<file path="src/rtl/core/fwca_pkg.sv">
// shared types, constants and helpers for the falling water cell automaton
// no dependencies; imported by every module of the block except fwca_ram
package fwca_pkg;

    localparam int MAX_WIDTH  = 1024;
    localparam int MAX_HEIGHT = 1024;

    localparam int DIM_W     = 11;                   // width of a geometry register
    localparam int IDX_W     = 20;                   // cell index on the output
    localparam int POS_W     = 21;                   // input position counter
    localparam int LINE_AW   = $clog2(MAX_WIDTH);    // line buffer address
    localparam int CFG_IDX_W = 8;
    localparam int QDEPTH    = 4;                    // front to back queue
    localparam int QPTR_W    = $clog2(QDEPTH);
    localparam int QCNT_W    = $clog2(QDEPTH + 1);

    localparam logic [CFG_IDX_W-1:0] CFG_WIDTH  = CFG_IDX_W'(0);
    localparam logic [CFG_IDX_W-1:0] CFG_HEIGHT = CFG_IDX_W'(1);

    localparam logic [DIM_W-1:0] RESET_DIM = DIM_W'(256);

    typedef enum logic [2:0] {
        MAT_AIR    = 3'd0,
        MAT_WOOD   = 3'd1,
        MAT_FIRE   = 3'd2,
        MAT_WATER  = 3'd3,
        MAT_BORDER = 3'd4
    } t_cell;

    // one classified item, as queued between front and back
    typedef struct packed {
        t_cell             code;      // material written into the line, or border
        logic              has_res;   // centre cell lies in the grid
        logic              last;      // centre is the final cell of the frame
        logic [IDX_W-1:0]  idx;       // centre cell index
        logic              off_tl;    // upper left neighbour before index 0
        logic              off_t;
        logic              off_tr;
        logic              off_l;
    } t_item;

    typedef struct packed {
        logic [DIM_W-1:0] width;      // clamped row length
        logic             restart;    // geometry written, line pointers restart
    } t_geom;

    function automatic logic [DIM_W-1:0] clamp_dim(input logic [DIM_W-1:0] v,
                                                   input int hi);
        logic [DIM_W-1:0] r;
        if (v == '0) begin
            r = DIM_W'(1);
        end else if (DIM_W'(hi) < v) begin
            r = DIM_W'(hi);
        end else begin
            r = v;
        end
        return r;
    endfunction

endpackage

</file>
<file path="src/rtl/core/fwca_front.sv">
// front end: geometry registers, input position tracking and item classification
// depends on fwca_pkg
module fwca_front import fwca_pkg::*; (
    input  logic                 i_clk,
    input  logic                 i_rst_n,
    input  logic                 i_cfg_valid,
    output logic                 o_cfg_ready,
    input  logic [CFG_IDX_W-1:0] i_cfg_index,
    input  logic [DIM_W-1:0]     i_cfg_data,
    input  logic                 i_s_tvalid,
    output logic                 o_s_tready,
    input  logic [1:0]           i_material,
    input  logic                 i_kind,
    input  logic                 i_q_ready,
    output logic                 o_push,
    output t_item                o_item,
    output t_geom                o_geom
);

    logic [DIM_W-1:0] r_width;
    logic [DIM_W-1:0] r_height;
    logic [1:0]       r_settle;
    logic [POS_W-1:0] r_total;
    logic [POS_W-1:0] r_last_pos;
    logic [POS_W-1:0] r_pos;
    logic [POS_W-1:0] n_pos;

    logic             cfg_hit;
    logic             accept;
    logic [POS_W-1:0] w_ext;
    logic [POS_W-1:0] wp1;
    logic [POS_W-1:0] w2;
    logic             in_frame;
    t_item            item;

    assign o_cfg_ready = 1'b1;
    assign cfg_hit     = i_cfg_valid && (i_cfg_index == CFG_WIDTH || i_cfg_index == CFG_HEIGHT);

    // derived geometry settles through r_total and then r_last_pos after a write
    assign o_s_tready = (r_settle == 2'd0) && i_q_ready;
    assign accept     = i_s_tvalid && o_s_tready;

    assign w_ext = POS_W'(r_width);
    assign wp1   = w_ext + POS_W'(1);
    assign w2    = {w_ext[POS_W-2:0], 1'b0};

    always_comb begin
        in_frame      = r_pos < r_total;
        item.code     = (in_frame && !i_kind) ? t_cell'({1'b0, i_material}) : MAT_BORDER;
        item.has_res  = (r_pos >= wp1) && (r_pos <= r_last_pos);
        item.last     = r_pos == r_last_pos;
        item.idx      = IDX_W'(r_pos - wp1);
        item.off_tl   = r_pos < w2 + POS_W'(2);
        item.off_t    = r_pos < w2 + POS_W'(1);
        item.off_tr   = r_pos < w2;
        item.off_l    = r_pos == wp1;
        if (item.has_res && item.last) begin
            n_pos = '0;
        end else begin
            n_pos = r_pos + POS_W'(1);
        end
    end

    always_ff @(posedge i_clk) begin
        if (!i_rst_n) begin
            r_width  <= RESET_DIM;
            r_height <= RESET_DIM;
            r_settle <= 2'd2;
            r_pos    <= '0;
        end else begin
            if (cfg_hit) begin
                if (i_cfg_index == CFG_WIDTH) begin
                    r_width <= clamp_dim(i_cfg_data, MAX_WIDTH);
                end else begin
                    r_height <= clamp_dim(i_cfg_data, MAX_HEIGHT);
                end
                r_settle <= 2'd2;
                r_pos    <= '0;
            end else begin
                if (r_settle != 2'd0) begin
                    r_settle <= r_settle - 2'd1;
                end
                if (accept) begin
                    r_pos <= n_pos;
                end
            end
        end
    end

    always_ff @(posedge i_clk) begin
        r_total    <= POS_W'(r_width) * POS_W'(r_height);
        r_last_pos <= r_total + w_ext;
    end

    assign o_push         = accept;
    assign o_item         = item;
    assign o_geom.width   = r_width;
    assign o_geom.restart = cfg_hit;

endmodule

</file>
<file path="config.mk">
export PLATFORM = sky130hd
export DESIGN_NAME = fwca_front
export DESIGN_NICKNAME = d
export VERILOG_FILES = /design/src/rtl/core/fwca_pkg.sv /design/src/rtl/core/fwca_front.sv
export SDC_FILE = /design/constraint.sdc
export NUM_CORES = 1
export LEC_CHECK = 0
export BUFFER_PORTS_ARGS = -buffer_cell sky130_fd_sc_hd__buf_2
export CORE_MARGIN = 4
export CORE_UTILIZATION = 30
export CTS_CLUSTER_DIAMETER = 100
export CTS_CLUSTER_SIZE = 14
export DETAILED_ROUTE_END_ITERATION = 7
export PLACE_DENSITY = 0.5
export REMOVE_ABC_BUFFERS = 1
export SYNTH_ARGS = -nofsm -noshare
export SYNTH_HDL_FRONTEND = slang
export SYNTH_SLANG_ARGS = --single-unit
</file>
<file path="constraint.sdc">
create_clock -name i_clk -period 9.1 [get_ports i_clk]
set_clock_uncertainty 0.2 [all_clocks]
set_input_delay 0.455 -clock i_clk [delete_from_list [all_inputs] [get_ports i_clk]]
set_output_delay 0.455 -clock i_clk [all_outputs]
set_load 0.005 [all_outputs]
</file>
; Yosys cells after proc, flatten, opt, wreduce, memory -nomap -nowiden
; Cells that the tools add are included.
[op_classes]
add_sub_neg = 7
n_mul = 1
magnitude_cmp = 7
eq_ne = 3
mux = 4
bitwise = 2
reduce_logical = 15
[op_table]
columns = cell, n
row1 = 21-bit by 13-bit less-than comparator with 1-bit output, 2
row2 = 11-bit two-way mux, 2
row3 = 21-bit by 1-bit adder with 21-bit output (second input constant), 1
row4 = 21-bit by 11-bit adder with 21-bit output, 1
row5 = 21-bit by 12-bit == test with 1-bit output, 1
row6 = 21-bit == test, 1
row7 = 21-bit by 12-bit >= comparator with 1-bit output, 1
row8 = 21-bit <= comparator, 1
row9 = 21-bit by 12-bit less-than comparator with 1-bit output, 1
row10 = 21-bit less-than comparator, 1
row11 = 11-bit by 11-bit multiplier with 21-bit output, 1
row12 = 21-bit two-way mux, 1
row13 = 20-bit by 12-bit subtractor with 20-bit output, 1
row14 = 12-bit by 1-bit adder with 13-bit output (second input constant), 1
row15 = 12-bit by 2-bit adder with 13-bit output (second input constant), 1
row16 = 11-bit by 1-bit adder with 12-bit output (second input constant), 1
row17 = 11-bit logical NOT, 1
row18 = 11-bit less-than comparator (first input constant), 1
row19 = 8-bit by 1-bit == test with 1-bit output (second input constant), 1
row20 = 8-bit logical NOT, 1
row21 = 1-bit logical AND, 6
row22 = 2-bit AND reduction, 2
row23 = 3-bit two-way mux, 1
row24 = 2-bit logical NOT, 1
row25 = 6 further kinds, 7
[word_totals]
reg_bits = 87
output_inout_bits = 44
word_cells = 45

; Depth between registers and ports, before layout
[depth]
ltp_word = 5
ltp_mapped = 19
depth_no_buf = 18

; Worst setup path after synthesis
; OpenSTA, ideal clock, no wires.
[synth_timing]
path_kind = flip-flop to flip-flop
startpoint = reg r_width[2]
endpoint = reg r_total[17]
setup_time_ps = 72
t_arrival_ps = 4897
required_ps = 8828
slack_ps = 3931
stages_incl_launch_ff = 19
path_buffers = 1
synth_period_minus_slack_ps = 5169
cell_sequence = dfxtp_1 -> clkbuf_1 -> nand2_1 -> fa_1 -> inv_1 -> ha_1 -> inv_1 -> fa_1 -> inv_1 -> fa_1 -> inv_1 -> fa_1 -> inv_1 -> ha_1 -> or4_1 -> or2_2 -> a41o_1 -> a21oi_1 -> xnor2_1
[synth_via]
elab_chain_cells = 1
[synth_lines]
columns = element, line_no
row1 = start: declaration, fwca_front.sv:20  ; logic [DIM_W-1:0] r_width;
row2 = start signal: assignment, fwca_front.sv:73  ; r_width <= clamp_dim(i_cfg_data, MAX_WIDTH);
row3 = 11-bit by 11-bit multiplier with 21-bit output, fwca_front.sv:91  ; r_total <= POS_W'(r_width) * POS_W'(r_height);
row4 = end signal: assignment, fwca_front.sv:91
row5 = end: declaration, fwca_front.sv:23  ; logic [POS_W-1:0] r_total;
; No other way between the ends.
; A chain may end at the register's enable or synchronous reset.

; Worst setup path in the final report
[layout_timing]
startpoint = reg r_width[1]
endpoint = reg r_total[20]
; The elaborated chain is that of the path after synthesis.

==> results.cfg <==
[clock_tree]
post_cts_buffers = 0
clock_sinks = 87
cts_buffers = 9
h-tree-depth = 3
clk_latency_ns = 0.36
cts_root_buf = clkbuf_16
cts_resized = 0
cts.clk_slew.worst_paths_ns = 0.07
clock_path_buffers = 2
holdBufCountCts = 0
cts_tree = yes

[sta]
max_slew.worst_pin.slew_ns = 0.8635
fmax_mhz = 176.9
min_period_ns = 5.652
rsz0062_at_grt = false
tns_ns = 0
post-route-period-util = 0.6211
slew_violations = 0
hold_violations = 0
setup_viol = 0
slew_headroom = 0.4225

[worst_setup_path]
end_kind = register
critPathBufInv = 3
r2r_slack_ns = 3.45
cpPeakStageDelay_ns = 0.76
critPathTopFamily = adder cells
worst-path-stages = 16
worstPathMaxFanout = 18
worstPathRequired_ns = 9.17
cp.arrival_ns = 5.72
start_kind = register
crit_path_cell_trace = nand2_1, fa_1, fa_1, fa_1, inv_1, fa_1, inv_1, fa_1, inv_1, ha_1, a21oi_1, o211ai_1, a311oi_1, o31ai_1, a21oi_1, xnor2_1
cp_slowest_cell = dfxtp_1
reg2regPathDepth = 16
cpMostUsedCell = fa_1
path_class = reg2reg

[synth]
yosys_warnings = 0
synth_edf_count = 0
ys_types = 59
netlist_area_um2 = 10000
ys.flop_type = dfxtp_1
postSynth.asyncResetShare = 0
yosysSeqAreaShare = 0.1741
syn_area_per_cell_um2 = 8.558
syn_inst = 1169
synth_seq_cells = 87

[finish]
fill_cells = 3552
layout_common_cells = inv_1, ha_1, nand2_1
final_util = 0.3378
area_growth_pct = 10.41
fin_nets = 1469
layout-drive-gt1-share = 0.08128
final_common_cell = inv_1

[global_routing]
antenna_found_initial = 0
grt_pass1_wl_mm = 40.17
grt_usage = 0.1357
grt-ovfl-total = 0
grt_pass1_vias = 7884
grt_max_degree = 25

[routing]
route.vias.total = 7795
ant_nets = 0
drt_iter0_markers = 306
route.detailed.drc = 0
wl_per_cell_um = 14.53
drt-vias-per-instance = 4.693
drt_pass1_iterations = 5
routed_wl_mm = 24.13

[pwr]
vdd_drop_max_mv = 0.06775
p_leak_nw = 5.324
p_per_area_nw_per_um2 = 75.66

[floorplanning]
fp.dieW_um = 190.6
die_y_um = 190.6
dieArea_um2 = 36330
io_pins = 71
fp.coreArea_um2 = 32700
start_util = 0.3059
num_rows = 66

[job]
max_cap_violations = 0

[hold_path]
min_path_type = in2reg
hold_depth = 3

[placement]
dp_hpwl_mm = 19.89
portBuffers = 69
gp_congestion = 0.8204

[status]
outcome = complete, no violations
-- registers in the layout, indices dropped and copies added, names as in the netlist --
signal      count
r_pos          21
r_height       11
r_width        11
r_settle        2
r_total        21
r_last_pos     21
-- worst paths after layout --
path	from	to
worst min register to register	r_total[13]	r_last_pos[13]
worst max register to register	r_width[1]	r_total[20]
worst max-delay path	r_width[1]	r_total[20]
worst min-delay path	i_cfg_index[0]	r_height[0]
-- cells by family after synthesis --
kind of cell | count (synthesis) | synth area share
DFF | 87 | 0.1741
adders and majority gates | 229 | 0.3472
other | 1 | 0.0003748
AOI/OAI and AO/OA | 181 | 0.1189
buffers and inverters | 204 | 0.07979
xor gates and xnor gates | 82 | 0.07179
muxes | 20 | 0.02013
and+or+nand+nor | 365 | 0.1877
-- stage by stage --
stage	setup WS, ns	power (mW)	hold slack, ns	std cells	cell area, um2
2_1_floorplan	4.052	0.4354	0.2340	1131	9829
3_3_place_gp	3.579	0.4584	0.2571	1644	10740
3_5_place_dp	3.452	0.4596	0.2610	1644	10740
4_1_cts	3.417	0.8511	0.1780	1660	11040
5_1_grt	3.073	0.8735	0.1937	1660	11040
6_report	3.448	0.8357	0.1911	1661	11050
-- synthesized netlist by cell type, types with 13 or more instances --
master      n  area share
fa_1       81        0.16
nand3_1    31       0.016
ha_1      148        0.19
inv_1     166       0.062
nor2b_1    37       0.023
a21oi_1    47       0.024
o21ai_0    34       0.017
nor2_1     40       0.015
nand2_1   102       0.038
xnor2_1    47       0.041
mux2i_1    19       0.019
a21o_1     25       0.019
nor3_1     35       0.018
nand4_1    13      0.0081
xor2_1     35       0.031
and2_1     69       0.043
dfxtp_1    87        0.17
clkbuf_1   29       0.011
-- final cells by class --
cell class,instances,area (um2),share of cell area
Antenna cell,1,2.502,0.0002266
Clock buffer,9,225.2,0.02039
Clock inverter,7,75.07,0.006797
Inverter,166,623.1,0.05641
Multi-Input combinational cell,878,7465,0.6758
Sequential cell,87,1742,0.1577
Tap cell,442,553.0,0.05007
Timing Repair Buffer,71,360.3,0.03262
-- worst register-to-register path: cells and delay by family, from the launching register on --
family	cells	cell delay, ns
adders and majority gates	6	2.89
AOI/OAI and AO/OA	5	1.24
DFF	1	0.76
and+or+nand+nor	1	0.18
buffers and inverters	3	0.15
xor gates and xnor gates	1	0.15
-- power breakdown --
| group | internal [mW] | switching, mW | leakage (nW) | total [mW] |
|---|---|---|---|---|
| clock | 0.195 | 0.192 | 0.144 | 0.386 |
| combinational | 0.0296 | 0.0309 | 4.48 | 0.0605 |
| sequential | 0.385 | 0.00347 | 0.701 | 0.389 |
| total | 0.610 | 0.226 | 5.32 | 0.836 |
-- metal layers --
layer,global-route usage,vias to the layer above,share of wire
li1,-,3977,-
met1,0.1842,3694,0.47
met2,0.2322,113,0.48
met3,0.02252,11,0.041
met4,0.02099,0,0.0072
met5,0,-,0
Power figures use the tool's default switching activity.
