[src/rtl/core/fwca_pkg.sv]
// shared types, constants and helpers for the falling water cell automaton
// no dependencies; imported by every module of the block except fwca_ram
package fwca_pkg;

    localparam int MAX_WIDTH  = 1024;
    localparam int MAX_HEIGHT = 1024;

    localparam int DIM_W     = 11;                   // width of a geometry register
    localparam int IDX_W     = 20;                   // cell index on the output
    localparam int POS_W     = 21;                   // input position counter
    localparam int LINE_AW   = $clog2(MAX_WIDTH);    // line buffer address
    localparam int CFG_IDX_W = 8;
    localparam int QDEPTH    = 4;                    // front to back queue
    localparam int QPTR_W    = $clog2(QDEPTH);
    localparam int QCNT_W    = $clog2(QDEPTH + 1);

    localparam logic [CFG_IDX_W-1:0] CFG_WIDTH  = CFG_IDX_W'(0);
    localparam logic [CFG_IDX_W-1:0] CFG_HEIGHT = CFG_IDX_W'(1);

    localparam logic [DIM_W-1:0] RESET_DIM = DIM_W'(256);

    typedef enum logic [2:0] {
        MAT_AIR    = 3'd0,
        MAT_WOOD   = 3'd1,
        MAT_FIRE   = 3'd2,
        MAT_WATER  = 3'd3,
        MAT_BORDER = 3'd4
    } t_cell;

    // one classified item, as queued between front and back
    typedef struct packed {
        t_cell             code;      // material written into the line, or border
        logic              has_res;   // centre cell lies in the grid
        logic              last;      // centre is the final cell of the frame
        logic [IDX_W-1:0]  idx;       // centre cell index
        logic              off_tl;    // upper left neighbour before index 0
        logic              off_t;
        logic              off_tr;
        logic              off_l;
    } t_item;

    typedef struct packed {
        logic [DIM_W-1:0] width;      // clamped row length
        logic             restart;    // geometry written, line pointers restart
    } t_geom;

    function automatic logic [DIM_W-1:0] clamp_dim(input logic [DIM_W-1:0] v,
                                                   input int hi);
        logic [DIM_W-1:0] r;
        if (v == '0) begin
            r = DIM_W'(1);
        end else if (DIM_W'(hi) < v) begin
            r = DIM_W'(hi);
        end else begin
            r = v;
        end
        return r;
    endfunction

endpackage

[src/rtl/core/fwca_queue.sv]
// short fifo of classified items between the front and back ends
// depends on fwca_pkg
module fwca_queue import fwca_pkg::*; (
    input  logic  i_clk,
    input  logic  i_rst_n,
    input  logic  i_push,
    input  t_item i_item,
    output logic  o_not_full,
    input  logic  i_pop,
    output logic  o_not_empty,
    output t_item o_head
);

    t_item              r_entry [QDEPTH];
    logic [QPTR_W-1:0]  r_wr_ptr;
    logic [QPTR_W-1:0]  r_rd_ptr;
    logic [QCNT_W-1:0]  r_count;

    assign o_not_full  = r_count != QCNT_W'(QDEPTH);
    assign o_not_empty = r_count != '0;
    assign o_head      = r_entry[r_rd_ptr];

    always_ff @(posedge i_clk) begin
        if (i_push) begin
            r_entry[r_wr_ptr] <= i_item;
        end
    end

    always_ff @(posedge i_clk) begin
        if (!i_rst_n) begin
            r_wr_ptr <= '0;
            r_rd_ptr <= '0;
            r_count  <= '0;
        end else begin
            if (i_push) begin
                r_wr_ptr <= r_wr_ptr + QPTR_W'(1);
            end
            if (i_pop) begin
                r_rd_ptr <= r_rd_ptr + QPTR_W'(1);
            end
            case ({i_push, i_pop})
                2'b10:   r_count <= r_count + QCNT_W'(1);
                2'b01:   r_count <= r_count - QCNT_W'(1);
                default: r_count <= r_count;
            endcase
        end
    end

endmodule

[config.mk]
export PLATFORM = sky130hd
export DESIGN_NAME = fwca_queue
export DESIGN_NICKNAME = d
export VERILOG_FILES = /design/src/rtl/core/fwca_pkg.sv /design/src/rtl/core/fwca_queue.sv
export SDC_FILE = /design/constraint.sdc
export NUM_CORES = 1
export LEC_CHECK = 0
export ABC_CLOCK_PERIOD_IN_PS = 1720
export BUFFER_PORTS_ARGS = -buffer_cell sky130_fd_sc_hd__buf_4
export CAP_MARGIN = 20
export CORE_AREA = 2 2 85 148
export CTS_CLUSTER_DIAMETER = 40
export DETAILED_ROUTE_END_ITERATION = 8
export DIE_AREA = 0 0 87 150
export PLACE_DENSITY_LB_ADDON = 0.12
export SYNTH_ARGS = -nofsm -noshare
export SYNTH_HDL_FRONTEND = slang
export SYNTH_SLANG_ARGS = --single-unit
[constraint.sdc]
create_clock -name i_clk -period 1.72 [get_ports i_clk]
set_input_delay 0.344 -clock i_clk [delete_from_list [all_inputs] [get_ports i_clk]]
set_output_delay 0.344 -clock i_clk [all_outputs]
set_load 0.02 [all_outputs]
---- After elaboration in Yosys (flattened, before gate mapping) ----
Memory sizes are Yosys's and may differ from the RTL's. A register that Yosys moved wholly into a read port is not among the register bits.
Index checks and enable logic that the tools add are counted.
word-level totals
  memories kept ........................... 1
  register bits ........................... 7
  bits of input ports ..................... 33
  memory bits (writable) .................. 116
  output and inout bits ................... 31
  word-level logic and storage cells ...... 18
operators by class
  equality and inequality tests ........... 3
  multiplexer cells ....................... 5
  $add $sub $neg .......................... 4
  reductions and logical operators ........ 2
memories
  name     depth  width  rd ports  clocked after Yosys merged registers in  write ports  line              text
  r_entry  4      29     1         1                                        1            fwca_queue.sv:14  t_item r_entry [QDEPTH];
operators with widths
  operator             count
  $pmux 3 s2           1
  $add 2x1->2 const B  2
  $mux 2               2
  $add 3x1->3 const B  1
  $ne 3x3->1 const B   1
  $reduce_bool 3->1    1
  $sub 3x1->3 const B  1
  $eq 2x1->1 const B   1
  $eq 2x2->1 const B   1
  $mux 1               2
  $reduce_bool 2->1    1

---- Depth between registers and ports, before layout ----
Gate-level depths: netlist of the first run.
  depth in word-level cells ............... 3
  gate-level depth with buffers ........... 7
  mapped depth without buffers ............ 7

---- Worst setup path after synthesis of the first run ----
No wires, ideal clock.
  path type ............................... register to register
  start ................................... register r_wr_ptr[0]
  end ..................................... memory r_entry[2][0] in the netlist's numbering (enable)
  data arrival time ....................... 1.263 ns
  library setup time ...................... 0.389 ns
  buffers on the path ..................... 0
  cell stages (with the launch flop) ...... 4
  path slack .............................. 0.069 ns
  required time ........................... 1.331 ns
  period minus slack after synthesis ...... 1.651 ns
  cell sequence ........................... dfxtp_1 inv_1 ha_1 and2_1
RTL lines
  item                    line              text
  start, declared         fwca_queue.sv:15  logic [QPTR_W-1:0] r_wr_ptr;
  start signal, assigned  fwca_queue.sv:36  r_wr_ptr <= r_wr_ptr + QPTR_W'(1);
  end, declared           fwca_queue.sv:14
No word-level cell before the write port.

==> results of run 1 <==
==> through the flow <==
stage	hold WS, ns	TNS [ns]
floorplan	0.443	0
global placement	0.504	-0.0465
detailed placement	0.545	-0.128
CTS	0.120	-9.05
global route	0.116	-10.12
finish	0.138	-8.42
==> power by group <==
group          internal, mW  total (mW)  switching (mW)
logic                 0.532        1.01           0.482
registers              3.49        3.53          0.0442
clock network          2.48        3.68            1.19
total                  6.51        8.22            1.72
==> cell type report <==
cell class              instances  share of cell area [%]
inverters                       6                   0.363
flip-flops and latches        125                    59.1
clock inverters                12                    2.70
well taps                     137                    2.76
clock buffers                  20                    7.35
multi-input cells              60                    14.6
repair buffers                 80                    13.1
==> timing repair <==
action	CTS	global route
endpoints found under the setup margin	29	78
cloned	2	0
setup buffers	2	1
resized for setup	34	2
==> state kept, by name (all words and copies together) (netlist names), named ones only <==
register  flops
r_count       3
r_wr_ptr      2
r_rd_ptr      2
r_entry     116
==> final timing paths <==
kind / from / end / slack [ns] / cells after the start
worst max-delay path: flop / o_head[28] / -0.32 / 4
worst min register to register: r_count[2] / r_count[2] / 0.54 / 2
worst min-delay path: i_item[19] / r_entry[3][19] / 0.14 / 1
worst max register to register: r_count[0] / r_count[2] / 0.13 / 5
==> metal layers <==
layer	global-route usage [%]	wire length, microns	up-vias	part of all wire [%]
met5	0	0	-	0
met4	4.92	112	0	1.3
met3	5.57	403	10	4.8
met2	25.5	4850	56	58
met1	15.4	3000	1125	36
li1	-	-	995	-
==> worst max-delay path, stage by stage (launching register included) <==
cell	delay (ns)
dfxtp_4	0.38
buf_6	0.13
buf_12	0.11
mux4_2	0.52
buf_6	0.15
==> placed cells by master, fill, tap and decap left out <==
master | synthesis | routed
dfxtp_2 | 0 | 1
dfxtp_4 | 0 | 1
fa_1 | 1 | 1
xnor2_1 | 2 | 2
edfxtp_1 | 116 | 116
inv_1 | 6 | 6
or3_1 | 2 | 2
mux2i_1 | 1 | 1
clkbuf_1 | 1 | 1
buf_4 | 1 | 43
a21boi_0 | 1 | 1
buf_12 | 1 | 5
nand2_1 | 2 | 2
mux4_2 | 28 | 29
nor2b_1 | 1 | 1
buf_16 | 0 | 2
clkinv_2 | 0 | 5
clkinvlp_4 | 0 | 3
buf_6 | 1 | 30
ha_1 | 5 | 5
and2_2 | 0 | 2
bufinv_16 | 0 | 4
xor2_1 | 3 | 3
and2_1 | 10 | 6
nand3_1 | 1 | 1
and2_4 | 0 | 2
clkbuf_16 | 0 | 17
clkbuf_8 | 0 | 2
dfxtp_1 | 9 | 7
o21ai_0 | 2 | 2
==> kinds of logic (layout without fill, tap and decap cells) <==
| logic type | Yosys count | after routing |
|---|---|---|
| flip-flops | 125 | 125 |
| XOR/XNOR | 5 | 5 |
| AO/OA/AOI/OAI | 3 | 3 |
| adder cells (fa/ha/maj) | 6 | 6 |
| buffers and inverters | 12 | 118 |
| AND/OR/NAND/NOR | 16 | 16 |
| multiplexers | 30 | 30 |
==> impl_metrics.ini, run 1 <==
[sta]
tightestPinTransition_ns = 0.467
fmax_ghz = 0.490
slew_violations = 0
setup_slack_ns = -0.323
setup_viol = 29
layout_min_cycle_time_ns = 2.04
max_slew_margin_pct = 68.8
fin_worst_skew_ns = 0.00425
finalHoldViolCount = 0
rsz0062_at_grt = yes
finalCritPeriodShare_pct = 119

[global_route]
antenna_found_initial = 0
grt_pass1_vias = 2416
grt.overflow.total = 0
grt_pass1_wl_microns = 13100
grt_usage_pct = 14.4
grt_max_degree = 30

[route]
wire_per_inst_microns = 19.0
postRouteAntennaNets = 0
finalWirelength_microns = 8360
drc = 0
drt_iter0_drc = 120
dr.pass1.iters = 6
vias_per_cell = 4.97
via_count = 2186

[clock_network]
ctsHoldBuffers = 0
insertion_delay_ns = 0.40
path_clk_slew_ns = 0.05
htreeDepth = 4
cts_sinks = 125
cts_root_buf = clkbuf_16
cts_tree = done
clockBufferDepth = 2
numCtsBuffers = 17

[placement]
dpl.hpwl_microns = 5010
dp_cells = 403
dp_slack_ns = -0.128
portBuffers = 63
routabilityCongestion = 0.683
placed_area_sq_um = 5380

[critical_path]
worstPathArrival_ns = 1.70
worstPathRequired_ns = 1.38
cp-start-kind = flop
cp-end-kind = output pin
crit_type = reg2out
path_max_fanout = 4

[worst_hold_path]
hold_path_class = in2reg

[yosys]
ys_types = 22
synth.top_cell.area_share_pct = 75.0
synth-main-ff-cell = edfxtp_1
syn_inst = 197
syn_area_sq_um = 4640
synthTopCellsByArea = edfxtp_1, mux4_2, dfxtp_1
yosys-top-cells-count = edfxtp_1, mux4_2, and2_1
syn_avg_cell_area_sq_um = 23.6
synth_edf_count = 116
synth_top_family_by_area = multiplexers
synth_most_common_cell = edfxtp_1
synth-simple-area-share_pct = 2.02
syn_nets = 236
yosys.area_share.adder_pct = 1.78
yosys_warnings = 0
yosysSeqAreaShare_pct = 78.9
synth-seq-cells = 125
synth_top_cell_by_area = edfxtp_1
synth_compound_area_share_pct = 0.377
async_flop_share_pct = 0
yosys.area_share.xor_xnor_pct = 0.943
muxShareOfSynthArea_pct = 14.4

[cells_and_area]
syn2layout_area_growth_pct = 33.8
final_util_pct = 52.3
register_area_sq_um = 3670
final_cell_area_sq_um = 6210
multi_input_area_sq_um = 908
fin_nets = 329
final.fill_count = 956
layout-drive-gt1-share_pct = 48.2
antenna_cells = 0
instances_no_fill = 440

[pwr]
total_power_mw = 8.22
ir_worst_vdd_mv = 0.790
powerDensity_nw_per_um2 = 1320
power.leakage_nw = 2.19

[floorplanning]
rows = 53
ios = 64
coreArea_sq_um = 11900
start_util_pct = 39.1
die_y_microns = 150
fp.dieArea_sq_um = 13100
die_w_microns = 87

[outcome]
violations = negative setup slack
outcome = finished with violations

[flow_run]
maxCapViolCount = 0
Note: power is estimated with default switching activity, not from simulation.
==> run 2, diff against run 1 <==
--- a/config.mk
+++ b/config.mk
@@ -8,6 +8,8 @@
 export ABC_CLOCK_PERIOD_IN_PS = 1720
 export BUFFER_PORTS_ARGS = -buffer_cell sky130_fd_sc_hd__buf_4
 export CAP_MARGIN = 20
+export CELL_PAD_IN_SITES_DETAIL_PLACEMENT = 1
+export CELL_PAD_IN_SITES_GLOBAL_PLACEMENT = 2
 export CORE_AREA = 2 2 85 148
 export CTS_CLUSTER_DIAMETER = 40
 export DETAILED_ROUTE_END_ITERATION = 8
==> run 2 against run 1 <==
Against the previous run:
- the flow still finishes with violations (negative setup slack)
- total power up 0.28%
- clock skew up 0.0035 ns
- maximum frequency up 1.4%
- clock-buffer cell count up 2
- combinational power about the same
- sequential power about the same
- utilization down 0.56 points
- clock power up 1%
- die area unchanged
- flip-flop and latch count unchanged
- routed wire length up 3.6%
- hold slack worse by 0.0023 ns
- highest routed layer unchanged
==> impl_metrics.ini, run 2 (same netlist as run 1, synthesis figures left out) <==
[outcome]
outcome = finished with violations
violations = negative setup slack

[clock_network]
clockBufferDepth = 2
post-cts-setup-buffer-count = 0
numCtsBuffers = 17
ctsHoldBuffers = 0
path_clk_slew_ns = 0.05
cts_tree = done
cts_root_buf = clkbuf_16
insertion_delay_ns = 0.40
cts_sinks = 125
htreeDepth = 4

[sta]
fmax_ghz = 0.496
rsz0062_at_grt = yes
slew_violations = 0
finalCritPeriodShare_pct = 117
setup_slack_ns = -0.295
finalHoldViolCount = 0
layout_min_cycle_time_ns = 2.01
tightestPinTransition_ns = 0.466
setup_viol = 29
setup_tns_ns = -7.79
max_slew_margin_pct = 68.9
fin_worst_skew_ns = 0.00780

[critical_path]
r2r_setup_slack_ns = 0.13
crit_type = reg2out
worstPathRequired_ns = 1.38
reg2reg_depth = 5
path_max_fanout = 7
cp-start-kind = flop
r2r_end = r_count[2]
rr_startpoint = r_count[0]
cp-end-kind = output pin
worstPathArrival_ns = 1.67

[route]
drt_iter0_drc = 128
finalWirelength_microns = 8660
postRouteAntennaNets = 0
vias_per_cell = 5.04
drc = 0
via_count = 2189
wire_per_inst_microns = 20.0
dr.pass1.iters = 6

[global_route]
grt_max_degree = 30
grt_usage_pct = 14.5
grt.overflow.total = 0
antenna_found_initial = 0
grt_pass1_vias = 2525
grt_pass1_wl_microns = 13500

[placement]
routabilityCongestion = 0.661
dp_slack_ns = -0.0641
placed_area_sq_um = 5380
dp_cells = 401
portBuffers = 63
dpl.hpwl_microns = 5150

[floorplanning]
coreArea_sq_um = 11900
ios = 64
fp.dieArea_sq_um = 13100
die_y_microns = 150
die_w_microns = 87
start_util_pct = 39.1
rows = 53

[cells_and_area]
final_cell_area_sq_um = 6140
fin_nets = 323
top_regs = r_entry x116, r_count x3
mostFrequentLayoutCells = edfxtp_1, buf_4, buf_6, mux4_2, clkbuf_16
antenna_cells = 0
layout_commonest_cell = edfxtp_1
layout-drive-gt1-share_pct = 46.1
final.fill_count = 1051
instances_no_fill = 434
regMostFlops = r_entry
largest_register_ffs = 116
syn2layout_area_growth_pct = 32.3

[pwr]
power.leakage_nw = 2.15
total_power_mw = 8.25
powerDensity_nw_per_um2 = 1340
comb_power_share_pct = 11.8
switching_power_mw = 1.76
clock_power_share_pct = 45.3
intPower_mw = 6.49
sequentialPowerShare_pct = 42.9
ir_worst_vdd_mv = 0.645
p_sw_share_pct = 21.3

[worst_hold_path]
hold_path_class = in2reg
hold_end = r_entry[1][23]
min_path_cells = 1
worstHoldStart = i_item[23]

[flow_run]
maxCapViolCount = 0
-- run 2: worst max-delay path by stage --
stage / startpoint / end / slack, ns / cells after the start
floorplan: r_wr_ptr[0] / r_entry[2][0] / 0.07 / 3
global placement: i_push / r_count[2] / -0.03 / 8
detailed placement: i_push / r_count[2] / -0.06 / 8
CTS: flop / o_head[16] / -0.34 / 3
global route: flop / o_head[25] / -0.35 / 3
finish: flop / o_head[17] / -0.29 / 3
-- run 2: per-layer routing --
metal / up-vias / part of all wire, % / global-route usage [%]
met1: 1141 / 40 / 15.9
met2: 54 / 54 / 25.2
li1: 983 / - / -
met4: 0 / 1.4 / 5.86
met5: - / 0 / 0
met3: 11 / 4.5 / 5.13
-- run 2: final cells by class --
class	instances	area [sq um]	area share, %
sequential	125	3670	59.7
multi-input combinational	60	908	14.8
tap	137	171	2.79
timing repair buffer	74	748	12.2
clock buffer	22	464	7.55
inverter	6	22.5	0.367
clock inverter	10	163	2.65
-- run 2: through the flow --
stage | hold slack [ns] | utilization (%)
floorplan | 0.443 | -
global placement | 0.511 | 45.3
detailed placement | 0.503 | 45.3
CTS | 0.116 | 51.4
global route | 0.118 | 51.8
finish | 0.135 | 51.8
-- run 2: timing repair --
| action | 4_1_cts | 5_1_grt |
|---|---|---|
| pin swaps | 0 | 0 |
| setup endpoints to repair | 29 | 87 |
| gates cloned | 0 | 1 |
| gates resized for setup | 27 | 7 |
-- run 2: worst max-delay path, stage by stage (launching register included) --
cell	delay [ns]
dfxtp_4	0.41
clkbuf_16	0.19
mux4_2	0.52
buf_6	0.15
-- run 2: power by group through the flow --
| stage | Clock (mW) | Sequential (mW) | Combinational, mW |
|---|---|---|---|
| floorplan | 0 | 3.58 | 0.509 |
| global placement | 0 | 3.59 | 0.892 |
| detailed placement | 0 | 3.60 | 0.900 |
| CTS | 3.80 | 3.54 | 0.977 |
| global route | 3.93 | 3.55 | 1.05 |
| finish | 3.73 | 3.54 | 0.977 |
==> run 3, diff against run 2 <==
--- a/config.mk
+++ b/config.mk
@@ -15,6 +15,7 @@
 export DETAILED_ROUTE_END_ITERATION = 8
 export DIE_AREA = 0 0 87 150
 export PLACE_DENSITY_LB_ADDON = 0.12
+export RECOVER_POWER = 100
 export SYNTH_ARGS = -nofsm -noshare
 export SYNTH_HDL_FRONTEND = slang
 export SYNTH_SLANG_ARGS = --single-unit
==> run 3 against run 2 <==
Against the previous run:
- the flow still finishes with violations (negative setup slack)
- cell area is 2.3% lower
- clock skew fell by 0.00053 ns
- clock-buffer cell count stayed put
- hold slack better by 0.053 ns
- critical endpoint unchanged
==> impl_metrics.ini, run 3 (same netlist as run 1, synthesis figures left out) <==
[pwr]
total_power_mw = 8.20
power.leakage_nw = 2.03
powerDensity_nw_per_um2 = 1370
ir_worst_vdd_mv = 0.644

[floorplanning]
start_util_pct = 39.1
fp.dieArea_sq_um = 13100
rows = 53
die_w_microns = 87
ios = 64
die_y_microns = 150
coreArea_sq_um = 11900

[critical_path]
cp-end-kind = output pin
crit_type = reg2out
path_max_fanout = 7
cp-start-kind = flop
worstPathArrival_ns = 1.67
worstPathRequired_ns = 1.38

[global_route]
grt_pass1_wl_microns = 13500
antenna_found_initial = 0
grt.overflow.total = 0
grt_max_degree = 30
grt_pass1_vias = 2525
grt_usage_pct = 14.5

[worst_hold_path]
hold_path_class = in2reg

[route]
finalWirelength_microns = 8610
dr.pass1.iters = 4
wire_per_inst_microns = 19.8
via_count = 2204
postRouteAntennaNets = 0
drc = 0
vias_per_cell = 5.08
drt_iter0_drc = 118

[sta]
layout_min_cycle_time_ns = 2.02
finalHoldViolCount = 0
setup_slack_ns = -0.296
setup_viol = 29
slew_violations = 0
fmax_ghz = 0.496
fin_worst_skew_ns = 0.00726
holdWs_ns = 0.189
rsz0062_at_grt = yes
tightestPinTransition_ns = 0.468
max_slew_margin_pct = 68.8
finalCritPeriodShare_pct = 117

[cells_and_area]
syn2layout_area_growth_pct = 29.2
largest_register_ffs = 116
final.fill_count = 1076
mostFrequentLayoutCells = edfxtp_1, clkbuf_1, buf_6, mux4_2, clkbuf_16
regMostFlops = r_entry
top_regs = r_entry x116, r_count x3
register_area_sq_um = 3670
multi_input_area_sq_um = 908
layout-drive-gt1-share_pct = 35.7
layout_commonest_cell = edfxtp_1
final_util_pct = 50.6
antenna_cells = 0
fin_nets = 323

[flow_run]
maxCapViolCount = 0

[clock_network]
htreeDepth = 4
ctsHoldBuffers = 0
insertion_delay_ns = 0.41
numCtsBuffers = 17
path_clk_slew_ns = 0.05
cts_sinks = 125
clockBufferDepth = 2
cts_root_buf = clkbuf_16
cts_tree = done

[outcome]
violations = negative setup slack
outcome = finished with violations

[placement]
dp_slack_ns = -0.0641
routabilityCongestion = 0.661
portBuffers = 63
dpl.hpwl_microns = 5150
[run 3: changes by cell type in the layout (fill, tap and decap cells not counted), sizes merged]
cell,change
clkbuf,+32
buf,-32
[run 3: per-layer routing]
metal / wire, microns / track usage, % / up-vias
li1: - / - / 984
met3: 391 / 5.13 / 13
met5: 0 / 0 / -
met4: 123 / 5.86 / 0
met2: 4690 / 25.2 / 56
met1: 3410 / 15.9 / 1151
[run 3: layout make-up]
type,count,area share (%)
Clock buffer,22,7.74
Clock inverter,10,2.71
Inverter,6,0.375
Multi-Input combinational cell,60,15.1
Sequential cell,125,61.1
Tap cell,137,2.86
Timing Repair Buffer,74,10.1
[run 3: power breakdown]
| part | switching (mW) | internal (mW) |
|---|---|---|
| Clock | 1.23 | 2.50 |
| Sequential | 0.0485 | 3.49 |
| Combinational | 0.472 | 0.460 |
| Total | 1.75 | 6.45 |
[run 3: metrics by stage]
step                      area [sq um]  cells  setup TNS (ns)
after floorplan                   4640    197               0
after global placement            5380    401         -0.0325
after detailed placement          5380    401         -0.0641
after CTS                         6100    433           -8.25
after global routing              6000    434           -9.51
final                             6000    434           -7.83
[run 3: critical path, stage by stage, from the launching register on]
cell       delay (ns)
dfxtp_4          0.41
clkbuf_16        0.19
mux4_2           0.52
buf_6            0.15
[run 3: what timing repair did]
action	4_1_cts	5_1_grt
gates cloned	0	1
buffers inserted	0	0
endpoints found under the setup margin	29	87
resized for setup	27	7
[run 3: final timing paths]
kind | cells after the start | end | slack (ns) | startpoint
max | 3 | o_head[17] | -0.30 | flop
min | 1 | r_entry[1][23] | 0.19 | i_item[23]
max reg2reg | 5 | r_count[2] | 0.13 | r_count[0]
min reg2reg | 2 | r_count[2] | 0.53 | r_count[2]
